`config.mk`:
```
export PLATFORM = sky130hd
export DESIGN_NAME = jfps_cell
export DESIGN_NICKNAME = d
export VERILOG_FILES = /design/src/rtl/jfps_pkg.sv /design/src/rtl/jfps_cell.sv
export SDC_FILE = /design/constraint.sdc
export NUM_CORES = 1
export LEC_CHECK = 0
export BUFFER_PORTS_ARGS = -buffer_cell sky130_fd_sc_hd__clkbuf_2
export CAP_MARGIN = 15
export CORE_MARGIN = 5
export CORE_UTILIZATION = 47
export CTS_BUF_LIST = sky130_fd_sc_hd__clkbuf_16
export DETAILED_ROUTE_END_ITERATION = 16
export PLACE_DENSITY = 0.87
export SLEW_MARGIN = 10
export SYNTH_ARGS = -nofsm -noshare
export SYNTH_HDL_FRONTEND = slang
export SYNTH_SLANG_ARGS = --single-unit
```
`constraint.sdc`:
```
create_clock -name i_clk -period 2 [get_ports i_clk]
set_clock_uncertainty 0.2 [all_clocks]
set_input_delay 0.1 -clock i_clk [delete_from_list [all_inputs] [get_ports i_clk]]
set_output_delay 0.1 -clock i_clk [all_outputs]
set_load 0.05 [all_outputs]
```
`src/rtl/jfps_pkg.sv`:
```
// ----------------------------------------------------------------------------
// jfps_pkg
// Shared constants, types and arithmetic for the five-point stencil block.
// ----------------------------------------------------------------------------
package jfps_pkg;

    localparam int MAX_WIDTH        = 1024;
    localparam int SAMPLE_BITS      = 32;

    localparam int COL_W            = (MAX_WIDTH > 2) ? $clog2(MAX_WIDTH) : 1;
    localparam int WID_W            = $clog2(MAX_WIDTH + 1);
    localparam int ROW_W            = 16;
    localparam int GRID_WIDTH_BITS  = 11;
    localparam int GRID_HEIGHT_BITS = 16;
    localparam int OUT_COL_BITS     = 10;
    localparam int CFG_INDEX_BITS   = 2;
    localparam int CFG_DATA_BITS    = 16;
    localparam int MIN_DIM          = 3;

    typedef logic signed [SAMPLE_BITS-1:0] t_sample;

    typedef enum logic [CFG_INDEX_BITS-1:0] {
        CFG_GRID_WIDTH  = 2'd0,
        CFG_GRID_HEIGHT = 2'd1
    } t_cfg_index;

    // one accepted word waiting for its line store reads
    typedef struct packed {
        logic             has_res;
        logic             last;
        logic [COL_W-1:0] col;
        logic [ROW_W-1:0] row;
        t_sample          sample;
    } t_s1;

    // floor((a + b + c + d) / 4) formed at full width, kept to sample width
    function automatic t_sample quarter_sum(input t_sample a, input t_sample b,
                                            input t_sample c, input t_sample d);
        logic signed [SAMPLE_BITS+1:0] sum;
        sum = (SAMPLE_BITS+2)'(a) + (SAMPLE_BITS+2)'(b)
            + (SAMPLE_BITS+2)'(c) + (SAMPLE_BITS+2)'(d);
        return t_sample'(sum >>> 2);
    endfunction

    function automatic logic [WID_W-1:0] clamp_width(input logic [GRID_WIDTH_BITS-1:0] v);
        if (32'(v) < MIN_DIM) begin
            return WID_W'(MIN_DIM);
        end else if (32'(v) > MAX_WIDTH) begin
            return WID_W'(MAX_WIDTH);
        end
        return WID_W'(v);
    endfunction

    function automatic logic [ROW_W-1:0] clamp_height(input logic [GRID_HEIGHT_BITS-1:0] v);
        if (32'(v) < MIN_DIM) begin
            return ROW_W'(MIN_DIM);
        end
        return ROW_W'(v);
    endfunction

endpackage

```
`src/rtl/jfps_cell.sv`:
```
// ----------------------------------------------------------------------------
// jfps_cell
// One window tap: holds a sample and takes its neighbor's on advance.
// ----------------------------------------------------------------------------
module jfps_cell
    import jfps_pkg::*;
(
    input  logic    i_clk,
    input  logic    i_rst_n,
    input  logic    i_en,
    input  t_sample i_d,
    output t_sample o_q
);

    t_sample r_q;

    always_ff @(posedge i_clk) begin
        if (!i_rst_n) begin
            r_q <= '0;
        end else if (i_en) begin
            r_q <= i_d;
        end
    end

    assign o_q = r_q;

endmodule

```
==> summary by stage, run 1 <==
Place
Once detailed placement completed, the half-perimeter wirelength came to 2.01 mm. The number of buffers added on ports is 66. The final weighted congestion in routability-driven placement is 0.655.

Route
Once detail routing completed, the nets flagged for antenna violations numbered 0. The violation count after the first detailed-route iteration is 12. The length of the first detailed-routing pass in iterations is 3. The routed via count is 1,088. The routed wirelength normalized by instance count is 14.4 um. The number of remaining DRC errors is 0. The routed wire length is 3.35 mm. Using the TritonRoute via totals, the vias-per-cell ratio works out to 4.67.

Die
The row count is 18. The initial cell density of the core is 49.7%. The floorplan step defined a die boundary enclosing 3770 um^2. The x dimension of the die is 61.4 um. The placeable core region is 2500 um^2. The die is 61.4 um tall. The count of boundary I/O pins is 67.

GRT
Global routing consumed, over all layers together, 19.6% of the routing resources. The via count of the first global-routing pass came to 1,232. The first global-routing pass estimated 5.37 mm of wire.

Entering global routing, the biggest net connects 33 pins. The number of antenna violations at the first check in global routing is 0. The residual overflow from global routing is 0.

Cells and area
The number of antenna repair diodes is 0. The final layout contains 237 nets. Compared with the post-synthesis result, the final layout area differs by 61.3%. The fraction of layout cells with a size suffix above 1 is 35.5%.

The register with the most flip-flops in the layout has 32 of them. The layout has 148 filler cells.

Worst setup path
Measured in cells, the most critical reg-to-reg path has a length of 2. In this run the number of cells on the critical path is 1. The number of buffers and inverters on the critical path is 1. The kind of cell adding the most delay to the critical path is flip-flops.

In this design, the stage delay of the slowest critical-path cell is 350 ps. The data required time at the worst endpoint is 1700 ps. At the worst endpoint, the arrival time is 910 ps. By startpoint and endpoint, the worst setup path is classified as register to output port. STA classifies the critical path endpoint as an output port. The biggest fanout along the worst timing path is 2. Among all stages on the critical path, the largest delay is contributed by sky130_fd_sc_hd__dfxtp_1. Traced cell by cell, the critical path runs through clkbuf_2. The category of the worst setup path launch point is a register.

Timing
Static timing analysis puts the maximum clock frequency at 0.827 GHz. The worst-margin pin slew is 457 ps. Subtracting the final worst setup slack from the clock period gives 1210 ps. Setup repair after global routing left no endpoint under its margin. The final number of hold-violating endpoints is 0. The tightest hold path in the finished design has a slack of 212 ps. The final count of pins violating max slew is 0. Setup violations remaining at the end of the flow were counted as 0.

In the final timing run, aggregate negative setup slack is 0 ps. In the finished design, the share of the clock period the worst path needs comes to 60.5%. Headroom to the max-slew limit came out at 69.6%.

Clock tree
The maximum buffer depth of the clock tree is 2. After clock tree synthesis, the clock-pin slew on the worst setup and hold paths is 50 ps. For this design, the sink count on the clock tree is 32. The CTS tree is yes. The total clock buffers created by CTS is 5. The tree is rooted in a sky130_fd_sc_hd__clkbuf_16. The count of instances resized after the clock tree is built is 0. The H-tree was split into 2 levels. The post-CTS setup buffer count is 0. The insertion delay to the later sink of the worst-skew pair is 260 ps.

Power
Summed over all cells, the static leakage comes to 1.01 nW. The cell internal power dissipation is 0.00126 W. Dividing total power by cell area gives a power density of 860 nW/um^2.

The combinational share of power is 20.5%. The proportion of power drawn by the clock network is 39.0%. Across the VDD grid, the largest voltage drop is 0.000798 V. Summed over all nets, the switching power comes to 0.000464 W. The switching portion of total power is 26.9%. The share of total power dissipated in sequential elements is 40.5%.

Yosys
The count of unique library cells instantiated by Yosys is 6. The Yosys warning count is 0. After technology mapping, the gate count stands at 103. The net count of the mapped netlist is 138.

Counting flops and latches in the post-synthesis netlist gives 32. In this run the cell area of the synthesized design comes to 1240 um^2. The share of synthesized area occupied by flip-flops and latches is 51.5%. Averaged over all synthesized cells, the footprint is 12.1 um^2.

Flow run
The tool flagged a number of max-cap violations equal to 0.

Status
The flow ran to the end, and the final reports show no timing, DRC or antenna violations.

Hold path
The worst hold path cell count is 2. The path class of the tightest hold or removal check is primary input to register.
path summary, 6_finish.rpt:
| kind | startpoint | endpoint | slack [ps] |
|---|---|---|---|
| setup / recovery | o_q[23] | o_q[23] | 790 |
| hold / removal | i_rst_n | o_q[27] | 210 |
| setup reg to reg | o_q[24] | o_q[24] | 1130 |
| hold reg to reg | o_q[16] | o_q[16] | 320 |
kinds of logic after synthesis:
logic type             after synthesis  synth area share [%]
and+or+nand+nor                     32                  16.1
DFF                                 32                  51.5
buffers and inverters                7                  6.64
muxes                               32                  25.8
synth_stat cells:
library cell,count,share of area [%]
sky130_fd_sc_hd__nor2b_1,32,16
sky130_fd_sc_hd__buf_12,3,4.8
sky130_fd_sc_hd__clkbuf_1,3,0.91
sky130_fd_sc_hd__dfxtp_1,32,52
sky130_fd_sc_hd__mux2i_1,32,26
sky130_fd_sc_hd__buf_6,1,0.91
timing repair:
item,in CTS,in global routing
setup endpoints to repair,0,0
hold buffers,32,0
endpoints found under the hold margin,32,0
metal layers:
metal / global-route usage, % / up-vias / share of wire, % / wire length (um)
met5: 0 / - / 0 / 0
met4: 8.18 / 0 / 2.7 / 90
met3: 6.50 / 10 / 6.6 / 222
met2: 38.4 / 47 / 55 / 1850
met1: 18.2 / 492 / 36 / 1190
li1: - / 539 / - / -
through the flow:
step	setup slack [ps]	power, W	std cells	instance area [um^2]	util [%]
floorplan	897	0.000935	103	1240	-
global placement	724	0.00100	193	1550	62.0
detailed placement	648	0.00101	193	1550	62.0
CTS	785	0.00174	233	2010	80.2
global route	751	0.00179	233	2010	80.2
finish	790	0.00172	233	2010	80.2
placed cells by master, fill, tap and decap left out, drive strengths merged:
master / n
buf: 1
clkbuf: 71
clkinv: 1
dfxtp: 32
dlygate4sd3: 32
inv: 2
mux2i: 32
nor2b: 32
layout make-up:
class | count | area [um^2] | area share, %
Tap cell | 30 | 37.5 | 1.87
Multi-Input combinational cell | 64 | 520 | 26.0
Timing Repair Buffer | 99 | 671 | 33.4
Sequential cell | 32 | 641 | 31.9
Clock buffer | 5 | 125 | 6.24
Clock inverter | 3 | 11.3 | 0.561
power by group through the flow:
stage	Clock [W]	Combinational [W]	Sequential, W
4_1_cts	0.000696	0.000350	0.000697
6_report	0.000673	0.000353	0.000699
2_1_floorplan	0	0.0000954	0.000840
3_3_place_gp	0	0.000294	0.000707
3_5_place_dp	0	0.000301	0.000709
5_1_grt	0.000712	0.000376	0.000703
(Power assumes the default switching activity.)
==> inputs of run 2 (changes only) <==
--- a/config.mk
+++ b/config.mk
@@ -8,10 +8,10 @@
 export BUFFER_PORTS_ARGS = -buffer_cell sky130_fd_sc_hd__clkbuf_2
 export CAP_MARGIN = 15
 export CORE_MARGIN = 5
-export CORE_UTILIZATION = 47
+export CORE_UTILIZATION = 39
 export CTS_BUF_LIST = sky130_fd_sc_hd__clkbuf_16
 export DETAILED_ROUTE_END_ITERATION = 16
-export PLACE_DENSITY = 0.87
+export PLACE_DENSITY = 0.78
 export SLEW_MARGIN = 10
 export SYNTH_ARGS = -nofsm -noshare
 export SYNTH_HDL_FRONTEND = slang
==> constraint.sdc (replaced) <==
create_clock -name i_clk -period 1 [get_ports i_clk]
set_clock_uncertainty 0.2 [all_clocks]
set_input_delay 0.05 -clock i_clk [delete_from_list [all_inputs] [get_ports i_clk]]
set_output_delay 0.05 -clock i_clk [all_outputs]
set_load 0.05 [all_outputs]
==> run 2 against run 1 <==
Sequential share of layout area decreased by 5.7 points. First-iteration DRC count grew to 3.3 times the previous value. Sequential cell count stayed put. Largest cell class unchanged. Clock power is 150% higher. Die area rose by 17%. Critical path depth did not move. Highest routed layer unchanged. Cell count is 5.6% higher. Power increased by 140%. Non-clock buffer count fell by 1. The run now ends with negative setup slack left. Final area up 30%.
==> summary by stage, run 2 (synthesis gave the netlist of run 1 again) <==
Status
Outcome: finished, violations left (was complete, no violations). The final reports fail on negative setup slack.

Worst setup path
The destination of the critical timing path was o_q[23] (unchanged). The category of the worst setup path launch point is a register (unchanged). The type of destination of the critical path is an output port (unchanged).

The critical path startpoint is o_q[23] (unchanged). The number of cell instances on the worst register-to-register path came to 3 (was 2). The type of the setup path with the least slack is register to output port (unchanged).

Worst-path cell chain: clkbuf_16 (was clkbuf_2). The destination of the worst register-to-register timing path is o_q[5] (was o_q[24]). The biggest fanout along the worst timing path is 2 (unchanged). The number of buffers and inverters on the critical path is 1 (unchanged).

The biggest cell delay along the critical path is 360 ps (was 350 ps). The reg2reg setup slack came to 30 ps (was 1130 ps). The kind of cell adding the most delay to the critical path is flip-flops (unchanged). The master of the slowest instance on the critical path is sky130_fd_sc_hd__dfxtp_2 (was sky130_fd_sc_hd__dfxtp_1).

The origin of the critical flop-to-flop path is o_q[5] (was o_q[24]). The data required time at the worst endpoint is 750 ps (was 1700 ps). The cell count along the critical path is 1 (unchanged). The arrival time of data at the critical path endpoint came to 800 ps (was 910 ps).

Cells and area
The flip-flop count of the largest register, all copies and words added is 32 (unchanged). The final core utilization is 85.3% (was 80.2%). The number of antenna repair diodes was 0 (unchanged). The area added between synthesis and finish came to 109% (was 61.3%). The cell area after layout is 2610 um^2 (was 2010 um^2).

The most common cell after layout, fill and taps aside is sky130_fd_sc_hd__nor2b_1 (was sky130_fd_sc_hd__clkbuf_2). Commonest cells after routing, fill and taps aside: sky130_fd_sc_hd__nor2b_1 (32), sky130_fd_sc_hd__mux2i_1 (31), sky130_fd_sc_hd__dlygate4sd3_1 (31), sky130_fd_sc_hd__dfxtp_2 (31), sky130_fd_sc_hd__clkbuf_2 (29) (was sky130_fd_sc_hd__clkbuf_2 (66), sky130_fd_sc_hd__mux2i_1 (32), sky130_fd_sc_hd__nor2b_1 (32), sky130_fd_sc_hd__dlygate4sd3_1 (32), sky130_fd_sc_hd__dfxtp_1 (32)). The fraction of layout cells with a size suffix above 1 was 52.5% (was 35.5%).

The net count reported at finish came to 236 (was 237). The filler cell count in the final layout was 161 (was 148).

Clock tree
The total clock buffers created by CTS is 5 (unchanged). The H-tree depth reported by CTS is 2 (unchanged). The insertion delay to the later sink of the worst-skew pair came to 270 ps (was 260 ps). The clock root buffer master is sky130_fd_sc_hd__clkbuf_16 (unchanged). The maximum buffer depth of the clock tree is 2 (unchanged). The register clock-pin slew on the reported worst setup and hold paths is 50 ps (about the same).

The CTS sink count is 32 (unchanged). The CTS tree was yes (unchanged).

GRT
The global-route wire length before repair is 6.48 mm (was 5.37 mm). The total routing resource utilization after global routing is 20.6% (was 19.6%). The via count of the first global-routing pass was 1,280 (was 1,232). The pin count of the biggest net entering global routing was 33 (unchanged).

The number of antenna violations at the first check in global routing is 0 (unchanged). The residual overflow from global routing is 0 (unchanged).

Timing
The worst-margin pin slew is 488 ps (was 457 ps). The worst setup margin came to -49.3 ps (was 790 ps). The shortest period the worst path allows is 1050 ps.

The post-route clock period utilization is 105%. The final count of pins violating max slew was 0 (unchanged). The headroom to the max-slew limit is 67.4% (was 69.6%).

RSZ-0062 raised after global routing: true (was false). The maximum frequency from static timing analysis is 0.953 GHz. The final number of hold-violating endpoints is 0 (unchanged). The final-report setup violation count is 29 (was 0). The final sum of negative setup slack is -668 ps (was 0 ps).

Place
The cell area after placement was 1630 um^2 (was 1550 um^2). The setup slack after placement is -14.2 ps (was 648 ps). The final weighted congestion in routability-driven placement is 0.714 (was 0.655).

The number of buffers added on ports is 66 (unchanged). The sum of net half-perimeters after detailed placement was 2.02 mm (was 2.01 mm).

Die
The x dimension of the die is 66.5 um (was 61.4 um). The floorplan die height is 66.5 um (was 61.4 um). The placeable core region is 3050 um^2 (was 2500 um^2). The count of boundary I/O pins came to 67 (unchanged). The initial cell density of the core is 40.7% (was 49.7%). The area of the die is 4420 um^2 (was 3770 um^2). The row count is 20 (was 18).

Power
The static power due to leakage is 1.20 nW (was 1.01 nW). The highest ir drop seen on vdd is 0.00124 V (was 0.000798 V). The cell internal power dissipation is 0.00303 W (was 0.00126 W). The power density over the cells was 1560 nW/um^2 (was 860 nW/um^2). The proportion of power drawn by the clock network was 41.0% (was 39.0%). The power share of the sequential group was 35.7% (was 40.5%).

The switching portion of total power is 25.3% (was 26.9%). The post-layout total power was 0.00405 W (was 0.00172 W). The combinational share of power is 23.4% (was 20.5%). The total net switching power is 0.00103 W (was 0.000464 W).

Route
The violation count after the first detailed-route iteration is 39 (was 12). The residual antenna-violating net count after detailed routing is 0 (unchanged). The length of the first detailed-routing pass in iterations was 3 (unchanged). The number of remaining DRC errors is 0 (unchanged).

The routed via count is 1,113 (was 1,088). The routed wirelength normalized by instance count came to 17.1 um (was 14.4 um). The routed wire length is 4.21 mm (was 3.35 mm). The per-cell via count in the routed design is 4.52 (was 4.67).

Hold path
The worst min-delay path category is primary input to register (unchanged).

Flow run
The max capacitance violation total came to 0 (unchanged).
[run 2: changes by cell type in the layout (fill, tap and decap cells not counted), sizes merged]
cell          delta
bufinv           +1
dlymetal6s4s     +1
clkbuf          -21
dlygate4sd3      -1
buf             +20
inv              -1
[run 2: how the worst min path moves through the flow]
stage | startpoint | to | slack (ps) | cells past startpoint
floorplan | i_rst_n | o_q[29] | -20 | 1
global placement | i_d[14] | o_q[14] | 110 | 3
detailed placement | i_d[4] | o_q[4] | 120 | 3
CTS | i_en | o_q[25] | 100 | 4
global route | i_d[2] | o_q[2] | 100 | 3
finish | i_d[2] | o_q[2] | 70 | 3
[run 2: layer usage]
layer	share of wire (%)	up-vias	GRT usage [%]
li1	-	536	-
met1	33	528	17.6
met5	0	-	0
met4	1.5	0	4.57
met2	61	43	44.2
met3	4.7	6	6.24
[run 2: area by class of cell]
type	count	area (um^2)	area share [%]
flip-flops and latches	32	683	26.2
multi-input cells	64	524	20.1
repair buffers	98	1180	45.2
well taps	44	55.1	2.11
clock inverters	3	38.8	1.49
clock buffers	5	125	4.80
[run 2: power groups by stage]
stage / clock network (W) / logic [W] / registers [W]
4_1_cts: 0.00167 / 0.000901 / 0.00143
2_1_floorplan: 0 / 0.000191 / 0.00170
5_1_grt: 0.00177 / 0.000988 / 0.00145
3_3_place_gp: 0 / 0.000600 / 0.00143
3_5_place_dp: 0 / 0.000612 / 0.00143
6_report: 0.00166 / 0.000947 / 0.00145
[run 2: repair_timing]
action                     CTS  global route
hold endpoints to repair    32             0
resized for setup           80            21
buffers inserted             0             3
setup endpoints to repair   32            38
hold buffers                32             0
[run 2: metrics by stage]
stage | cells | hold slack (ps)
6_report | 246 | 71.0
3_5_place_dp | 208 | 116
2_1_floorplan | 103 | -22.0
4_1_cts | 248 | 97.2
5_1_grt | 246 | 104
3_3_place_gp | 208 | 107
